$ cat src/rtl/ccpc_ram.sv
// generic single write port ram with registered read
`timescale 1ns / 1ps
`default_nettype none

module ccpc_ram #(
    parameter int WIDTH = 8,
    parameter int DEPTH = 256
) (
    input  wire logic                     i_clk,
    input  wire logic                     i_we,
    input  wire logic [$clog2(DEPTH)-1:0] i_waddr,
    input  wire logic [WIDTH-1:0]         i_wdata,
    input  wire logic                     i_re,
    input  wire logic [$clog2(DEPTH)-1:0] i_raddr,
    output logic      [WIDTH-1:0]         o_rdata
);

    logic [WIDTH-1:0] r_mem [DEPTH];
    logic [WIDTH-1:0] r_rdata;

    always_ff @(posedge i_clk) begin
        if (i_we) begin
            r_mem[i_waddr] <= i_wdata;
        end
        if (i_re) begin
            r_rdata <= r_mem[i_raddr];
        end
    end

    assign o_rdata = r_rdata;

endmodule

`default_nettype wire
$ cat config.mk
export PLATFORM = sky130hd
export DESIGN_NAME = ccpc_ram
export DESIGN_NICKNAME = d
export VERILOG_FILES = /design/src/rtl/ccpc_ram.sv
export SDC_FILE = /design/constraint.sdc
export NUM_CORES = 2
export LEC_CHECK = 0
export BUFFER_PORTS_ARGS = -buffer_cell sky130_fd_sc_hd__clkbuf_2
export CORE_ASPECT_RATIO = 1.75
export CORE_MARGIN = 2
export CORE_UTILIZATION = 25
export CTS_CLUSTER_SIZE = 28
export DETAILED_ROUTE_END_ITERATION = 8
export HOLD_SLACK_MARGIN = 0.1
export PLACE_DENSITY = 0.35
export SYNTH_ARGS = -nofsm -noshare
export SYNTH_HDL_FRONTEND = slang
export SYNTH_SLANG_ARGS = --single-unit
$ cat constraint.sdc
create_clock -name i_clk -period 4.3 [get_ports i_clk]
set_input_delay 1.29 -clock i_clk [delete_from_list [all_inputs] [get_ports i_clk]]
set_output_delay 1.29 -clock i_clk [all_outputs]
set_load 0.1 [all_outputs]
==> results.json <==
{
  "max_stage_delay_ns": 0.66,
  "peakVddDrop_mv": 0.3161,
  "layout_common_cells": "edfxtp_1, buf_4, mux4_2",
  "synth_top_family_by_area": "multiplexers",
  "synthXorXnorAreaFrac_pct": 0,
  "grt_pass1_vias": 42772,
  "synth_edf_count": 2056,
  "std_cell_rows": 274,
  "leakagePower_nw": 29.72,
  "hp-start": "i_wdata[7]",
  "maxSlewViolCount": 0,
  "via_per_inst": 4.568,
  "syn_area_um2": 79640,
  "hold_end": "r_mem[202][7]$_DFFE_PP_",
  "drt-wirelength-per-cell_um": 30.78,
  "ys_ff_latch": 2056,
  "dp_hpwl_mm": 178.9,
  "clk_path_buf_depth": 4,
  "fmax_mhz": 267.8,
  "endpoint_kind": "register",
  "cp.buffers_inverters": 3,
  "drt.antenna.violating_nets": 0,
  "ys_seq_area_share_pct": 77.53,
  "yosys_warnings": 0,
  "synth_mux_area_share_pct": 14.60,
  "netlist.top_cell.by_area": "edfxtp_1",
  "synthDistinctLibCells": 54,
  "gp_congestion": 0.7886,
  "relSlewSlack_pct": 29.69,
  "fin_nets": 4357,
  "syn2layout_area_growth_pct": 19.38,
  "power.switching_mw": 9.436,
  "synthFlopType": "edfxtp_1",
  "synthCells": 3733,
  "finish.utilization_pct": 29.95,
  "numCtsBuffers": 201,
  "clkPwrFrac_pct": 40.9,
  "tightest_slew_ns": 1.055,
  "synth-compound-area-share_pct": 3.416,
  "grt_max_degree": 90,
  "postCtsHoldBufs": 0,
  "path_cells": "buf_2, nand2b_1, a211oi_1, a311oi_1, o221ai_1, buf_4, a211oi_1, buf_4, nor4_1",
  "async_flop_share_pct": 0,
  "grt_pass1_wl_mm": 366.3,
  "rr_worst_depth": 8,
  "worst_clock_skew_ns": 0.05109,
  "synth_fa_ha_area_share_pct": 0,
  "grt_overflow_total": 0,
  "drtIter0Drc": 3106,
  "clock-sinks": 2056,
  "combPwrFrac_pct": 6.0,
  "crit_arrival_ns": 4.35,
  "ys_top_cells_by_area": "edfxtp_1, mux4_2, mux2i_1",
  "status": "complete, no violations",
  "period_minus_slack_ns": 3.735,
  "cts_setup_buffers": 0,
  "layout_worst_path_cycle_share_pct": 86.85,
  "die_height_um": 750.6,
  "clkTransAtPathRegs_ns": 0.06,
  "seq_power_share_pct": 53.1,
  "hp-class": "in -> reg",
  "avgSynthCellArea_um2": 21.33,
  "finalSetupViolCount": 0,
  "via_count": 39383,
  "path_class": "in -> reg",
  "wirelength_mm": 265.4,
  "finalSetupTns_ns": 0,
  "clock_latency_ns": 0.88,
  "ios": 35,
  "io_buffers": 34,
  "htreeDepth": 4,
  "grtUsageTotal_pct": 16.29,
  "dr.pass1.iters": 5,
  "cts-root-buf": "clkbuf_16",
  "switching_share_pct": 22.67,
  "drive_gt1_share_pct": 30.78,
  "antenna_found_initial": 14,
  "powerDensity_nw_per_um2": 437.8,
  "cts_resized": 0,
  "hold_viol": 0,
  "start_util_pct": 25.09,
  "drc": 0,
  "worstReg2RegEnd": "o_rdata[3]$_DFFE_PP_",
  "drv_cap": 0,
  "reg2reg_slack_ns": 1.28,
  "final_common_cell": "edfxtp_1",
  "rsz0062_at_grt": "false",
  "worstPathRequired_ns": 4.92,
  "core_area_um2": 317500,
  "crit_path_start_kind": "input pin",
  "cp_top_family": "compound AO/OA/AOI/OAI gates",
  "r2r-start": "r_mem[18][3]$_DFFE_PP_",
  "worstPathMaxFanout": 15,
  "dieArea_um2": 323300,
  "cts_tree": "built",
  "crit_path_top_delay_cell": "a211oi_1",
  "synth_top_area_share_pct": 77.53,
  "die_x_um": 430.6,
  "syn_nets": 3760,
  "internal_power_mw": 32.19,
  "yosys.area_share.simple_pct": 2.625,
  "min_path_cells": 1
}
-- layout make-up --
type                            instances  area, µm²
Clock buffer                          248       5249
Clock inverter                        102      732.0
Inverter                                2      7.507
Timing Repair Buffer                  627       5578
Multi-Input combinational cell       1442      16580
Antenna cell                            4      10.01
Sequential cell                      2056      61740
Fill cell                           31182     222400
Tap cell                             4140       5180
-- flip-flops by register name, summed over array words and instances (netlist names) --
register	cells
o_rdata	8
r_mem	2048
-- power groups by stage --
stage / registers [mW] / clock network, mW / logic, mW
after detailed placement: 22.6 / 0 / 2.59
after global placement: 22.6 / 0 / 2.58
final: 22.1 / 17.0 / 2.49
after CTS: 22.1 / 17.6 / 2.59
after floorplan: 22.6 / 0 / 1.07
after global routing: 22.1 / 18.2 / 2.64
-- metrics by stage --
| step | hold slack (ns) | total power [mW] | cells | worst slack (ns) | instance area, µm² |
|---|---|---|---|---|---|
| 2_1_floorplan | 0.8642 | 23.68 | 3733 | 0.9339 | 79640 |
| 5_1_grt | 0.8622 | 42.96 | 8618 | 0.5757 | 95060 |
| 3_3_place_gp | 1.241 | 25.13 | 8267 | -0.3501 | 89080 |
| 4_1_cts | 0.8090 | 42.33 | 8617 | 0.5978 | 95060 |
| 3_5_place_dp | 1.271 | 25.14 | 8267 | -0.3439 | 89080 |
| 6_report | 0.8593 | 41.62 | 8621 | 0.5653 | 95070 |
-- layer usage --
metal	up-vias	GRT usage, %	wire length (µm)
li1	16876	-	-
met1	21535	18.27	99520
met2	672	32.12	151100
met3	292	1.719	7659
met4	8	4.466	7068
met5	-	0	47
-- synthesized netlist by cell type, types with 10 or more instances --
library cell	number
a221oi_1	13
a211oi_1	16
buf_1	22
nor3_1	22
buf_8	13
nor2b_1	31
nor2_1	282
buf_4	27
nor4_1	24
buf_2	31
clkbuf_1	111
o22ai_1	28
nand2_1	33
mux4_2	454
a21oi_1	96
buf_6	21
o221ai_1	46
nand4_1	10
o21ai_0	10
edfxtp_1	2056
o211ai_1	10
a22oi_1	133
mux2i_1	134
nand3_1	34
-- worst reg2reg max path: cells and delay by family, from the launching register on --
kind,cells,cell delay (ns)
DFF,1,0.37
AOI/OAI and AO/OA,4,1.32
and+or+nand+nor,1,0.06
muxes,1,0.52
buffers and inverters,2,0.49
-- worst max path at each step --
| stage | slack, ns | depth (start not counted) | end | startpoint |
|---|---|---|---|---|
| after floorplan | 0.93 | 9 | o_rdata[2]$_DFFE_PP_ | i_raddr[0] |
| after global placement | -0.35 | 10 | o_rdata[3]$_DFFE_PP_ | i_raddr[0] |
| after detailed placement | -0.34 | 9 | o_rdata[3]$_DFFE_PP_ | i_raddr[4] |
| after CTS | 0.60 | 9 | o_rdata[3]$_DFFE_PP_ | i_raddr[4] |
| after global routing | 0.58 | 11 | o_rdata[3]$_DFFE_PP_ | i_raddr[0] |
| final | 0.57 | 9 | o_rdata[3]$_DFFE_PP_ | i_raddr[4] |
-- logic make-up (layout without fill, tap and decap cells) --
kind of cell / Yosys count / count (layout)
AO/OA/AOI/OAI: 385 / 385
buffers and inverters: 235 / 979
flip-flops: 2056 / 2056
multiplexers: 591 / 591
other: 0 / 4
AND/OR/NAND/NOR: 466 / 466
(Power assumes the default switching activity.)
